File: config.mk
export PLATFORM = sky130hd
export DESIGN_NAME = daubechies_d4_wavelet_transform_unit
export DESIGN_NICKNAME = d
export VERILOG_FILES = /design/src/rtl/d4wt_pkg.sv /design/src/rtl/daubechies_d4_wavelet_transform_unit.sv
export SDC_FILE = /design/constraint.sdc
export NUM_CORES = 2
export LEC_CHECK = 0
export BUFFER_PORTS_ARGS = -buffer_cell sky130_fd_sc_hd__buf_2
export CORE_AREA = 2 2 516 518
export DETAILED_ROUTE_END_ITERATION = 10
export DIE_AREA = 0 0 518 520
export GPL_TIMING_DRIVEN = 0
export PLACE_DENSITY = 0.71
export SLEW_MARGIN = 20
export SYNTH_ARGS = -nofsm -noshare
export SYNTH_HDL_FRONTEND = slang
export SYNTH_SLANG_ARGS = --single-unit
export TNS_END_PERCENT = 5
File: constraint.sdc
create_clock -name clk -period 12.1 [get_ports clk]
set_input_delay 2.42 -clock clk [delete_from_list [all_inputs] [get_ports clk]]
set_output_delay 2.42 -clock clk [all_outputs]
set_load 0.1 [all_outputs]
File: src/rtl/d4wt_pkg.sv
// ============================================================================
// d4wt_pkg - shared types and constants for the D4 wavelet transform unit
// Sequencer states, register codes, default sizes and the Q1.15 tap table.
// ============================================================================
package d4wt_pkg;

    localparam int MAX_LEN_DEF   = 64;
    localparam int WORD_BITS_DEF = 24;
    localparam int IDX_W         = 6;
    localparam int COEF_W        = 16;
    localparam int PADDR_W       = 3;
    localparam int PDATA_W       = 32;
    localparam int LEN_LOG2_W    = 3;
    localparam int RND_SHIFT     = 15;

    // Q1.15 scaling filter taps
    localparam logic signed [COEF_W-1:0] COEF_H0 = 16'sd15826;
    localparam logic signed [COEF_W-1:0] COEF_H1 = 16'sd27411;
    localparam logic signed [COEF_W-1:0] COEF_H2 = 16'sd7345;
    localparam logic signed [COEF_W-1:0] COEF_H3 = -16'sd4240;

    localparam logic DIR_FWD = 1'b0;
    localparam logic DIR_INV = 1'b1;

    // register select, taken from paddr[2]
    localparam logic REG_DIRECTION = 1'b0;
    localparam logic REG_LENGTH    = 1'b1;

    localparam logic [LEN_LOG2_W-1:0] LEN_LOG2_MIN   = 3'd2;
    localparam logic [LEN_LOG2_W-1:0] LEN_LOG2_MAX   = 3'd6;
    localparam logic [LEN_LOG2_W-1:0] LEN_LOG2_RESET = 3'd6;

    typedef enum logic [2:0] {
        ST_IDLE,
        ST_CALC,
        ST_DRAIN,
        ST_COPY,
        ST_NEXT,
        ST_EMIT
    } state_t;

    // tap coefficient for direction, output parity and tap position
    function automatic logic signed [COEF_W-1:0] tap_coef(
        input logic       dir,
        input logic       sel,
        input logic [1:0] tap
    );
        logic signed [COEF_W-1:0] c;
        c = COEF_H0;
        case ({dir, sel, tap})
            4'b0000: c = COEF_H0;
            4'b0001: c = COEF_H1;
            4'b0010: c = COEF_H2;
            4'b0011: c = COEF_H3;
            4'b0100: c = COEF_H3;
            4'b0101: c = -COEF_H2;
            4'b0110: c = COEF_H1;
            4'b0111: c = -COEF_H0;
            4'b1000: c = COEF_H2;
            4'b1001: c = COEF_H1;
            4'b1010: c = COEF_H0;
            4'b1011: c = COEF_H3;
            4'b1100: c = COEF_H3;
            4'b1101: c = -COEF_H0;
            4'b1110: c = COEF_H1;
            4'b1111: c = -COEF_H2;
            default: c = COEF_H0;
        endcase
        return c;
    endfunction

endpackage

File: src/rtl/daubechies_d4_wavelet_transform_unit.sv
// ============================================================================
// daubechies_d4_wavelet_transform_unit - multi-level periodic D4 transform
// Loads a block of signed Q16.8 words, transforms it in place with one
// shared multiply-accumulate and streams the result out with its index.
// ============================================================================
//
// Usage
//   Input: drive sample_in and pulse start; a word is taken at each rising
//   edge where start is high and busy is low. One transaction per cycle is
//   possible while loading. The word that completes the block (N = 2^length_log2,
//   capped at MAX_LEN) kicks off the transform and busy rises.
//   Transform: forward works on lengths N, N/2 .. 4, inverse on 4, 8 .. N.
//   Each level of length m issues 4 taps per output on a single multiplier,
//   drains the MAC pipe, copies scratch back and then chooses the next level.
//   The multiplier and the single read port of the block memory set the pace
//   of the compute.
//   Output: N result transactions on consecutive cycles, each marked by a
//   one-cycle strobe, with word_index 0..N-1 and last_word on index N-1.
//   The receiver cannot stall; busy stays high until the last strobe.
//   Config: APB writes at 0 (direction) and 4 (length_log2), only while
//   idle; any write drops a partly loaded block.
//   Reset: control state clears, direction forward, length_log2 = 6; the
//   data memories are not cleared and need no clearing pass.
//
module daubechies_d4_wavelet_transform_unit
    import d4wt_pkg::*;
#(
    parameter int MAX_LEN   = MAX_LEN_DEF,
    parameter int WORD_BITS = WORD_BITS_DEF
)
(
    input  logic                        clk,
    input  logic                        rst_n,
    input  logic                        start,
    output logic                        busy,
    input  logic signed [WORD_BITS-1:0] sample_in,
    output logic                        strobe,
    output logic signed [WORD_BITS-1:0] word_out,
    output logic [IDX_W-1:0]            word_index,
    output logic                        last_word,
    input  logic                        psel,
    input  logic                        penable,
    input  logic                        pwrite,
    input  logic [PADDR_W-1:0]          paddr,
    input  logic [PDATA_W-1:0]          pwdata,
    output logic [PDATA_W-1:0]          prdata,
    output logic                        pready
);

    localparam int AW     = $clog2(MAX_LEN);        // memory address bits
    localparam int LW     = $clog2(MAX_LEN + 1);    // lengths up to MAX_LEN
    localparam int EW     = LW + 1;                 // room for 2*m and j+3
    localparam int PROD_W = WORD_BITS + COEF_W;
    localparam int ACC_W  = PROD_W + 2;             // four products summed
    localparam int RND_W  = ACC_W - RND_SHIFT;
    localparam logic signed [ACC_W-1:0] RND_BIAS = ACC_W'(1) <<< (RND_SHIFT - 1);
    localparam logic [LW-1:0] MIN_LEVEL = LW'(4);

    // ------------------------------------------------------------------
    // Storage
    // ------------------------------------------------------------------
    logic signed [WORD_BITS-1:0] block_mem   [MAX_LEN];
    logic signed [WORD_BITS-1:0] scratch_mem [MAX_LEN];

    // ------------------------------------------------------------------
    // Control registers
    // ------------------------------------------------------------------
    state_t                  state_reg,    state_next;
    logic                    direction_reg, direction_next;
    logic [LEN_LOG2_W-1:0]   length_reg,   length_next;
    logic [LW-1:0]           load_cnt_reg, load_cnt_next;
    logic [LW-1:0]           m_reg,        m_next;        // current level length
    logic [AW-1:0]           pair_reg,     pair_next;
    logic                    sel_reg,      sel_next;      // which output of the pair
    logic [1:0]              tap_reg,      tap_next;
    logic [AW-1:0]           cnt_reg,      cnt_next;      // copy / emit index
    logic                    s1_valid_reg, s1_valid_next;
    logic                    s2_valid_reg;
    logic                    wr_pend_reg;
    logic                    cp_valid_reg, cp_valid_next;
    logic                    out_valid_reg, out_valid_next;

    // datapath registers (no reset)
    logic signed [COEF_W-1:0]    s1_coef_reg;
    logic                        s1_first_reg, s1_last_reg;
    logic [AW-1:0]               s1_dest_reg;
    logic signed [WORD_BITS-1:0] rd_reg;
    logic                        s2_first_reg, s2_last_reg;
    logic [AW-1:0]               s2_dest_reg;
    logic signed [PROD_W-1:0]    prod_reg;
    logic signed [ACC_W-1:0]     acc_reg;
    logic [AW-1:0]               wr_dest_reg;
    logic [AW-1:0]               cp_addr_reg;
    logic signed [WORD_BITS-1:0] scratch_rd_reg;
    logic [AW-1:0]               out_idx_reg, out_idx_next;
    logic                        out_last_reg, out_last_next;

    // ------------------------------------------------------------------
    // Block length from the register: clip to 2..6, cap at MAX_LEN
    // ------------------------------------------------------------------
    logic [LEN_LOG2_W-1:0] lg_eff;
    logic [6:0]            n_pow;
    logic [LW-1:0]         n_len;

    assign lg_eff = (length_reg < LEN_LOG2_MIN) ? LEN_LOG2_MIN :
                    (length_reg > LEN_LOG2_MAX) ? LEN_LOG2_MAX : length_reg;
    assign n_pow  = 7'd1 << lg_eff;
    assign n_len  = (int'(n_pow) > MAX_LEN) ? LW'(MAX_LEN) : LW'(n_pow);

    // ------------------------------------------------------------------
    // Tap address and destination for the current issue slot
    // ------------------------------------------------------------------
    logic [LW-1:0] half;
    logic [EW-1:0] j_sum, m_ext;
    logic [LW-1:0] fwd_addr;
    logic [LW-1:0] inv_p, inv_base, inv_addr;
    logic [AW-1:0] tap_addr;
    logic [AW-1:0] tap_dest;
    logic          last_pair;

    assign half      = m_reg >> 1;
    assign last_pair = (LW'(pair_reg) + LW'(1)) == half;
    assign m_ext     = EW'(m_reg);
    assign j_sum     = EW'({pair_reg, 1'b0}) + EW'(tap_reg);
    assign fwd_addr  = (j_sum >= m_ext) ? LW'(j_sum - m_ext) : LW'(j_sum);
    // previous pair, wrapping around the half
    assign inv_p     = (pair_reg == '0) ? (half - LW'(1)) : (LW'(pair_reg) - LW'(1));
    assign inv_base  = tap_reg[1] ? LW'(pair_reg) : inv_p;
    assign inv_addr  = tap_reg[0] ? (inv_base + half) : inv_base;
    assign tap_addr  = (direction_reg == DIR_FWD) ? AW'(fwd_addr) : AW'(inv_addr);
    assign tap_dest  = (direction_reg == DIR_FWD) ?
                       (sel_reg ? AW'(LW'(pair_reg) + half) : pair_reg) :
                       AW'({pair_reg, sel_reg});

    // ------------------------------------------------------------------
    // Round to Q8 (ties up) and saturate to WORD_BITS
    // ------------------------------------------------------------------
    logic signed [ACC_W-1:0]     rnd_sum;
    logic signed [RND_W-1:0]     rnd_val;
    logic                        rnd_ovf;
    logic signed [WORD_BITS-1:0] sat_word;

    assign rnd_sum  = acc_reg + RND_BIAS;
    assign rnd_val  = rnd_sum[ACC_W-1:RND_SHIFT];
    assign rnd_ovf  = !((&rnd_val[RND_W-1:WORD_BITS-1]) || !(|rnd_val[RND_W-1:WORD_BITS-1]));
    assign sat_word = !rnd_ovf ? rnd_val[WORD_BITS-1:0] :
                      rnd_val[RND_W-1] ? {1'b1, {(WORD_BITS-1){1'b0}}} :
                                         {1'b0, {(WORD_BITS-1){1'b1}}};

    // ------------------------------------------------------------------
    // Handshakes
    // ------------------------------------------------------------------
    logic accept;
    logic cfg_wr;

    assign busy   = (state_reg != ST_IDLE) || out_valid_reg;
    assign accept = start && !busy;
    assign cfg_wr = psel && penable && pwrite && pready;
    assign pready = 1'b1;
    assign prdata = (paddr[2] == REG_LENGTH) ? PDATA_W'(length_reg) : PDATA_W'(direction_reg);

    // block memory port selection
    logic                        blk_we;
    logic [AW-1:0]               blk_waddr;
    logic signed [WORD_BITS-1:0] blk_wdata;
    logic [AW-1:0]               blk_raddr;

    assign blk_we    = accept || cp_valid_reg;
    assign blk_waddr = accept ? AW'(load_cnt_reg) : cp_addr_reg;
    assign blk_wdata = accept ? sample_in : scratch_rd_reg;
    assign blk_raddr = (state_reg == ST_EMIT) ? cnt_reg : tap_addr;

    // ------------------------------------------------------------------
    // Sequencer
    // ------------------------------------------------------------------
    logic [EW-1:0] m_dbl;
    logic [LW-1:0] m_half;

    assign m_dbl  = {m_reg, 1'b0};
    assign m_half = m_reg >> 1;

    always_comb
    begin
        state_next     = state_reg;
        direction_next = direction_reg;
        length_next    = length_reg;
        load_cnt_next  = load_cnt_reg;
        m_next         = m_reg;
        pair_next      = pair_reg;
        sel_next       = sel_reg;
        tap_next       = tap_reg;
        cnt_next       = cnt_reg;
        s1_valid_next  = 1'b0;
        cp_valid_next  = 1'b0;
        out_valid_next = 1'b0;
        out_idx_next   = out_idx_reg;
        out_last_next  = out_last_reg;

        case (state_reg)
            ST_IDLE:
            begin
                if (accept)
                begin
                    if ((load_cnt_reg + LW'(1)) >= n_len)
                    begin
                        load_cnt_next = '0;
                        m_next        = (direction_reg == DIR_FWD) ? n_len : MIN_LEVEL;
                        pair_next     = '0;
                        sel_next      = 1'b0;
                        tap_next      = '0;
                        state_next    = ST_CALC;
                    end
                    else
                    begin
                        load_cnt_next = load_cnt_reg + LW'(1);
                    end
                end
            end
            ST_CALC:
            begin
                s1_valid_next = 1'b1;
                tap_next      = tap_reg + 2'd1;
                if (tap_reg == 2'd3)
                begin
                    sel_next = !sel_reg;
                    if (sel_reg)
                    begin
                        pair_next = pair_reg + AW'(1);
                        if (last_pair)
                        begin
                            state_next = ST_DRAIN;
                        end
                    end
                end
            end
            ST_DRAIN:
            begin
                if (!s1_valid_reg && !s2_valid_reg && !wr_pend_reg)
                begin
                    cnt_next   = '0;
                    state_next = ST_COPY;
                end
            end
            ST_COPY:
            begin
                cp_valid_next = 1'b1;
                cnt_next      = cnt_reg + AW'(1);
                if ((LW'(cnt_reg) + LW'(1)) == m_reg)
                begin
                    state_next = ST_NEXT;
                end
            end
            ST_NEXT:
            begin
                pair_next = '0;
                sel_next  = 1'b0;
                tap_next  = '0;
                cnt_next  = '0;
                if (direction_reg == DIR_FWD)
                begin
                    if (m_half >= MIN_LEVEL)
                    begin
                        m_next     = m_half;
                        state_next = ST_CALC;
                    end
                    else
                    begin
                        state_next = ST_EMIT;
                    end
                end
                else
                begin
                    if (m_dbl <= EW'(n_len))
                    begin
                        m_next     = LW'(m_dbl);
                        state_next = ST_CALC;
                    end
                    else
                    begin
                        state_next = ST_EMIT;
                    end
                end
            end
            ST_EMIT:
            begin
                out_valid_next = 1'b1;
                out_idx_next   = cnt_reg;
                out_last_next  = (LW'(cnt_reg) + LW'(1)) == n_len;
                cnt_next       = cnt_reg + AW'(1);
                if ((LW'(cnt_reg) + LW'(1)) == n_len)
                begin
                    state_next = ST_IDLE;
                end
            end
            default:
            begin
                state_next = ST_IDLE;
            end
        endcase

        // any register write restarts loading
        if (cfg_wr)
        begin
            load_cnt_next = '0;
            if (paddr[2] == REG_DIRECTION)
            begin
                direction_next = pwdata[0];
            end
            else
            begin
                length_next = pwdata[LEN_LOG2_W-1:0];
            end
        end
    end

    always_ff @(posedge clk or negedge rst_n)
    begin
        if (!rst_n)
        begin
            state_reg     <= ST_IDLE;
            direction_reg <= DIR_FWD;
            length_reg    <= LEN_LOG2_RESET;
            load_cnt_reg  <= '0;
            m_reg         <= '0;
            pair_reg      <= '0;
            sel_reg       <= 1'b0;
            tap_reg       <= '0;
            cnt_reg       <= '0;
            s1_valid_reg  <= 1'b0;
            s2_valid_reg  <= 1'b0;
            wr_pend_reg   <= 1'b0;
            cp_valid_reg  <= 1'b0;
            out_valid_reg <= 1'b0;
        end
        else
        begin
            state_reg     <= state_next;
            direction_reg <= direction_next;
            length_reg    <= length_next;
            load_cnt_reg  <= load_cnt_next;
            m_reg         <= m_next;
            pair_reg      <= pair_next;
            sel_reg       <= sel_next;
            tap_reg       <= tap_next;
            cnt_reg       <= cnt_next;
            s1_valid_reg  <= s1_valid_next;
            s2_valid_reg  <= s1_valid_reg;
            wr_pend_reg   <= s2_valid_reg && s2_last_reg;
            cp_valid_reg  <= cp_valid_next;
            out_valid_reg <= out_valid_next;
        end
    end

    // ------------------------------------------------------------------
    // MAC pipe: issue -> read/coef -> multiply -> accumulate -> write
    // ------------------------------------------------------------------
    always_ff @(posedge clk)
    begin
        s1_coef_reg  <= tap_coef(direction_reg, sel_reg, tap_reg);
        s1_first_reg <= (tap_reg == 2'd0);
        s1_last_reg  <= (tap_reg == 2'd3);
        s1_dest_reg  <= tap_dest;

        prod_reg     <= rd_reg * s1_coef_reg;
        s2_first_reg <= s1_first_reg;
        s2_last_reg  <= s1_last_reg;
        s2_dest_reg  <= s1_dest_reg;

        if (s2_valid_reg)
        begin
            acc_reg <= s2_first_reg ? ACC_W'(prod_reg) : (acc_reg + ACC_W'(prod_reg));
        end
        wr_dest_reg  <= s2_dest_reg;

        cp_addr_reg  <= cnt_reg;
        out_idx_reg  <= out_idx_next;
        out_last_reg <= out_last_next;
    end

    // block store: one write port, one registered read port
    always_ff @(posedge clk)
    begin
        if (blk_we)
        begin
            block_mem[blk_waddr] <= blk_wdata;
        end
        rd_reg <= block_mem[blk_raddr];
    end

    // scratch store: level results in, copy-back reads out
    always_ff @(posedge clk)
    begin
        if (wr_pend_reg)
        begin
            scratch_mem[wr_dest_reg] <= sat_word;
        end
        scratch_rd_reg <= scratch_mem[cnt_reg];
    end

    // ------------------------------------------------------------------
    // Result port
    // ------------------------------------------------------------------
    assign strobe     = out_valid_reg;
    assign word_out   = rd_reg;
    assign word_index = IDX_W'(out_idx_reg);
    assign last_word  = out_valid_reg && out_last_reg;

endmodule

Word level (Yosys, flattened, before mapping)
Memories as Yosys holds them, arrays and structs flattened. A register that Yosys moved wholly into a read port is not among the register bits.
Index checks and enable logic that the tools add are counted.
{"block": "word_totals", "n_memories": 3, "elab_cells": 170, "inputBits": 65, "ram_bits": 3072, "register_bits": 158, "mem_bits_ro": 256}
{"block": "op_classes", "add_sub_neg": 14, "n_reduce_logical": 37, "order_cmp": 7, "n_bitwise": 1, "n_eq_ne": 19, "n_mux": 61, "shift": 1, "n_mul": 1}
{"memory": "block_mem", "words": 64, "word_bits": 24, "read_ports": 1, "rd_ports_with_merged_regs": 1, "write_ports": 1, "line_no": "daubechies_d4_wavelet_transform_unit.sv:62", "rtl": "logic signed [WORD_BITS-1:0] block_mem [MAX_LEN];"}
{"memory": "scratch_mem", "words": 64, "word_bits": 24, "read_ports": 1, "rd_ports_with_merged_regs": 1, "write_ports": 1, "line_no": "daubechies_d4_wavelet_transform_unit.sv:63", "rtl": "logic signed [WORD_BITS-1:0] scratch_mem [MAX_LEN];"}
{"memory": "(no name shown)", "words": 16, "word_bits": 16, "read_ports": 1, "rd_ports_with_merged_regs": 1, "write_ports": 0, "line_no": "d4wt_pkg.sv:50", "rtl": "case ({dir, sel, tap})"}
{"operator": "$mux 6", "count": 14}
{"operator": "$mux 7", "count": 11}
{"operator": "$mux 24", "count": 3}
{"operator": "$add 42x16->42 const B", "count": 1}
{"operator": "$add 42x40->42", "count": 1}
{"operator": "$mux 3", "count": 14}
{"operator": "$mux 42", "count": 1}
{"operator": "$mul 24x16->40", "count": 1}
{"operator": "$pmux 6 s3", "count": 2}
{"operator": "$pmux 3 s6", "count": 1}
{"operator": "$add 6x1->7 const B", "count": 2}
{"operator": "$eq 7x7->1", "count": 2}
{"operator": "$ne 2x2->1 const B", "count": 7}
{"operator": "$pmux 7 s2", "count": 1}
{"operator": "$add 6x1->6 const B", "count": 2}
{"operator": "$add 6x6->6", "count": 2}
{"operator": "$sub 6x1->6 const B", "count": 2}
{"operator": "$mux 1", "count": 10}
{"operator": "$reduce_and 5->1", "count": 2}
{"operator": "$reduce_bool 3->1", "count": 3}
{"operator": "$add 7x2->8", "count": 1}
{"operator": "$ge 8x7->1", "count": 1}
{"operator": "$le 8x7->1", "count": 1}
{"operator": "$reduce_and 2->1", "count": 4}
{"operator": "other kinds (32)", "count": 52}

Logic depth before layout (Yosys ltp)
{"block": "logic_depth", "word_depth": 11, "ltp_mapped": 27, "ltp_nobuf": 25}

Worst setup path after synthesis
Ideal clock, no wire load.
{"block": "synth_path", "kind": "register to register", "from": "reg rd_reg[22], in the netlist word_out[22], read port of block_mem", "to": "reg prod_reg[38]", "setup_slack_ps": 5146, "path_buffers": 1, "setup_ps": 127, "path_stages_with_launch": 23, "t_arrival_ps": 6828, "period_less_slack_ps": 6954, "cell_sequence": "dfxtp_1 > clkbuf_1 > nand2_1 > fa_1 > inv_1 > fa_1 > inv_1 > fa_1 > inv_1 > fa_1 > fa_1 > inv_1 > fa_1 > inv_1 > ha_1 > a21o_1 > or4b_2 > o22ai_1 > a31oi_1 > a221o_1 > a211oi_1 > o21ai_0 > xor2_1"}
{"block": "synth_via", "elab_chain_len": 1}
{"element": "start, declared", "line_no": "daubechies_d4_wavelet_transform_unit.sv:87", "rtl": "logic signed [WORD_BITS-1:0] rd_reg;"}
{"element": "$mul 24x16->40", "line_no": "daubechies_d4_wavelet_transform_unit.sv:364", "rtl": "prod_reg <= rd_reg * s1_coef_reg;"}
{"element": "end signal, assigned", "line_no": "daubechies_d4_wavelet_transform_unit.sv:364"}
{"element": "end, declared", "line_no": "daubechies_d4_wavelet_transform_unit.sv:90", "rtl": "logic signed [PROD_W-1:0] prod_reg;"}
Every way passes these cells.
A chain may end at the register's enable or synchronous reset.

Worst setup path in the final report
{"block": "layout_path", "from": "reg s1_coef_reg[14]", "to": "reg prod_reg[39]"}
{"block": "layout_via", "elab_chain_len": 1}
{"element": "start, declared", "line_no": "daubechies_d4_wavelet_transform_unit.sv:84", "rtl": "logic signed [COEF_W-1:0] s1_coef_reg;"}
{"element": "$mul 24x16->40", "line_no": "daubechies_d4_wavelet_transform_unit.sv:364"}
Every way passes these cells.

==> reports/metrics.cfg <==
[critical_path]
slowest_delay_ns = 0.68
startpoint = s1_coef_reg[14]$_DFF_P_
r2r_start = s1_coef_reg[14]$_DFF_P_
crit_path_top_delay_cell = clkbuf_1
cp_top_family = adder cells
end_kind = register
start_kind = register
cp_num_buf_inv = 6
path_class = reg -> reg
path_max_fanout = 10
critical_path.cell_chain = clkbuf_1 -> clkbuf_1 -> nand2_1 -> fa_1 -> inv_1 -> fa_1 -> fa_1 -> fa_1 -> fa_1 -> inv_1 -> fa_1 -> inv_1 -> ha_1 -> clkbuf_1 -> nand4_1 -> nor2_1 -> a31oi_1 -> a31oi_1 -> o21ai_0 -> a41oi_1 -> o31ai_1 -> o21ai_0 -> a21oi_1 -> xnor2_1
crit_top_cell = fa_1
worstPathArrival_ns = 9.17
crit_required_ns = 12.93

[placed_design]
portBuffers = 69
hpwl_um = 340000
gp_congestion = 1.03

[yosys]
synth_area_leaders = edfxtp_1, mux4_2, fa_1
yosysTopAreaCellShare_pct = 64.8
synth_most_common_cell = edfxtp_1
syn_inst = 9292
synth_edf_count = 3121
ys_ff_latch = 3289
ys_async_sr_fraction_pct = 1.25
syn-cell-area_mm2 = 0.145
synth_seq_area_share_pct = 67.3
avgSynthCellArea_um2 = 15.6
synth_largest_area_cell = edfxtp_1
ys_types = 102
synthTopCellsByCount = edfxtp_1, nand2_1, inv_1
synth_ff_type = edfxtp_1
yosysWarnings = 0

[die]
rows = 189
core_area_mm2 = 0.264
ios = 131
die_h_um = 520
dieWidth_um = 518
initial_utilization_pct = 54.8
die-area_mm2 = 0.269

[timing]
worstMarginPinSlew_ns = 1.46
min_period_over_period_pct = 68.9
relSlewSlack_pct = 1.76
clock_skew_ns = 0.0781
hold_violations = 0
setup-violations-final = 0
finalMaxSlewViolations = 0
fin_crit_ns = 8.34
rsz0062_at_grt = no
setup-tns-final_ns = 0
max_freq_ghz = 0.120

[global_routing]
grt_pass1_vias = 89600
grt_max_degree = 65
track_usage_pct = 36.1
grt-ovfl-total = 0
antenna_found_initial = 41
grt_pass1_wl_um = 681000

[min_path]
min_from = s2_dest_reg[4]$_DFF_P_
hp-class = reg -> reg

[clocking]
clkTransAtPathRegs_ns = 0.06
clock_path_buffers = 4
cts_tree = built
cts_buffers = 332
h-tree-depth = 5
cts-root-buf = clkbuf_16
cts_sinks = 3289
clk_latency_ns = 0.98
cts_resized = 0
post_cts_buffers = 0
hold_buffers = 0

[drt]
wirelength_um = 490000
vias = 92400
detail_route.wl_per_cell_um = 35.6
ant_nets = 0
vias_per_cell = 6.72
drc = 2
drtIter0Drc = 15500
dr.pass1.iters = 11

[run]
maxCapViolations = 1

[run_status]
violations = design-rule violations, max-capacitance violations
status = finished, violations left

[finish]
layout.nets = 10600
synthToLayoutAreaGrowth_pct = 15.4
drive_gt1_share_pct = 17.0

[stage by stage]
step | cells | hold slack, ns | worst slack [ns] | area, µm² | util, %
after CTS | 13700 | 0.329 | 3.84 | 167000 | 63.1
after detailed placement | 13100 | 0.312 | 3.94 | 156000 | 59.1
after global placement | 12900 | 0.315 | 2.81 | 149000 | 56.6
final | 13800 | 0.326 | 3.76 | 167000 | 63.2
after global routing | 13700 | 0.335 | 3.40 | 167000 | 63.2
after floorplan | 9323 | 0.310 | 5.15 | 145000 | -
[cell type report]
cell class	instances	area, µm²
Fill cell	18400	97100
Timing Repair Buffer	278	5360
Inverter	526	1970
Buffer	555	2520
Antenna cell	27	67.6
Clock inverter	167	1780
Clock buffer	431	8960
Multi-Input combinational cell	4953	44400
Tap cell	3533	4420
Sequential cell	3289	97300
[cells in the final DEF (no fill, tap or decap), types with 27 or more instances in the layout]
master / Yosys / final
mux2i_1: 95 / 95
a311oi_1: 77 / 67
conb_1: 2 / 33
o21ai_0: 127 / 125
a21oi_1: 180 / 158
xor2_1: 57 / 57
edfxtp_1: 3121 / 3121
clkinv_2: 0 / 42
nor2_4: 1 / 127
buf_2: 129 / 205
diode_2: 0 / 27
dfxtp_1: 127 / 127
buf_12: 0 / 49
and3_1: 178 / 178
dfrtp_1: 39 / 38
buf_1: 60 / 39
clkbuf_1: 312 / 368
nand2_1: 1354 / 1354
nor2_1: 234 / 107
fa_1: 377 / 377
a22oi_1: 30 / 30
and2_1: 109 / 109
nand4_1: 43 / 43
nand2b_1: 40 / 40
clkinv_1: 4 / 65
a32oi_1: 31 / 31
nor3_1: 41 / 38
clkbuf_16: 0 / 335
nand3_1: 376 / 376
xnor2_1: 81 / 81
mux4_2: 515 / 515
inv_1: 521 / 520
a211oi_1: 174 / 174
a21o_1: 62 / 62
clkbuf_2: 1 / 32
buf_16: 0 / 137
ha_1: 184 / 184
buf_4: 47 / 57
a31oi_1: 176 / 161
[worst paths after layout]
kind | endpoint | slack, ns | cells after the start
setup / recovery | prod_reg[39]$_DFF_P_ | 3.76 | 24
hold / removal | wr_dest_reg[4]$_DFF_P_ | 0.33 | 0
setup reg to reg | prod_reg[39]$_DFF_P_ | 3.76 | 24
hold reg to reg | wr_dest_reg[4]$_DFF_P_ | 0.33 | 0
max in group asynchronous | s2_valid_reg$_DFF_PN0_ | 10.14 | 1
min in group asynchronous | load_cnt_reg[2]$_DFFE_PN0P_ | 1.49 | 1
[per-layer routing]
layer	part of all wire, %	wire length, µm	GRT usage (%)	up-vias
li1	-	-	-	36400
met1	34	166000	45.8	46600
met2	44	217000	53.8	7660
met3	14	68200	11.9	1689
met4	7.8	38400	22.7	36
met5	0.091	447	0.439	-
[cells by family after synthesis]
family	Yosys count	synth area share, %
compound gates	1082	5.20
xor+xnor	138	0.836
fa+ha+maj	561	6.81
buf+inv	1081	3.07
flops	3289	67.3
mux	647	8.97
other cells	2	0.00519
simple gates	2492	7.81
Power is not shown: default switching activity piles up to over one toggle a cycle in this logic, so the estimate is an artifact.
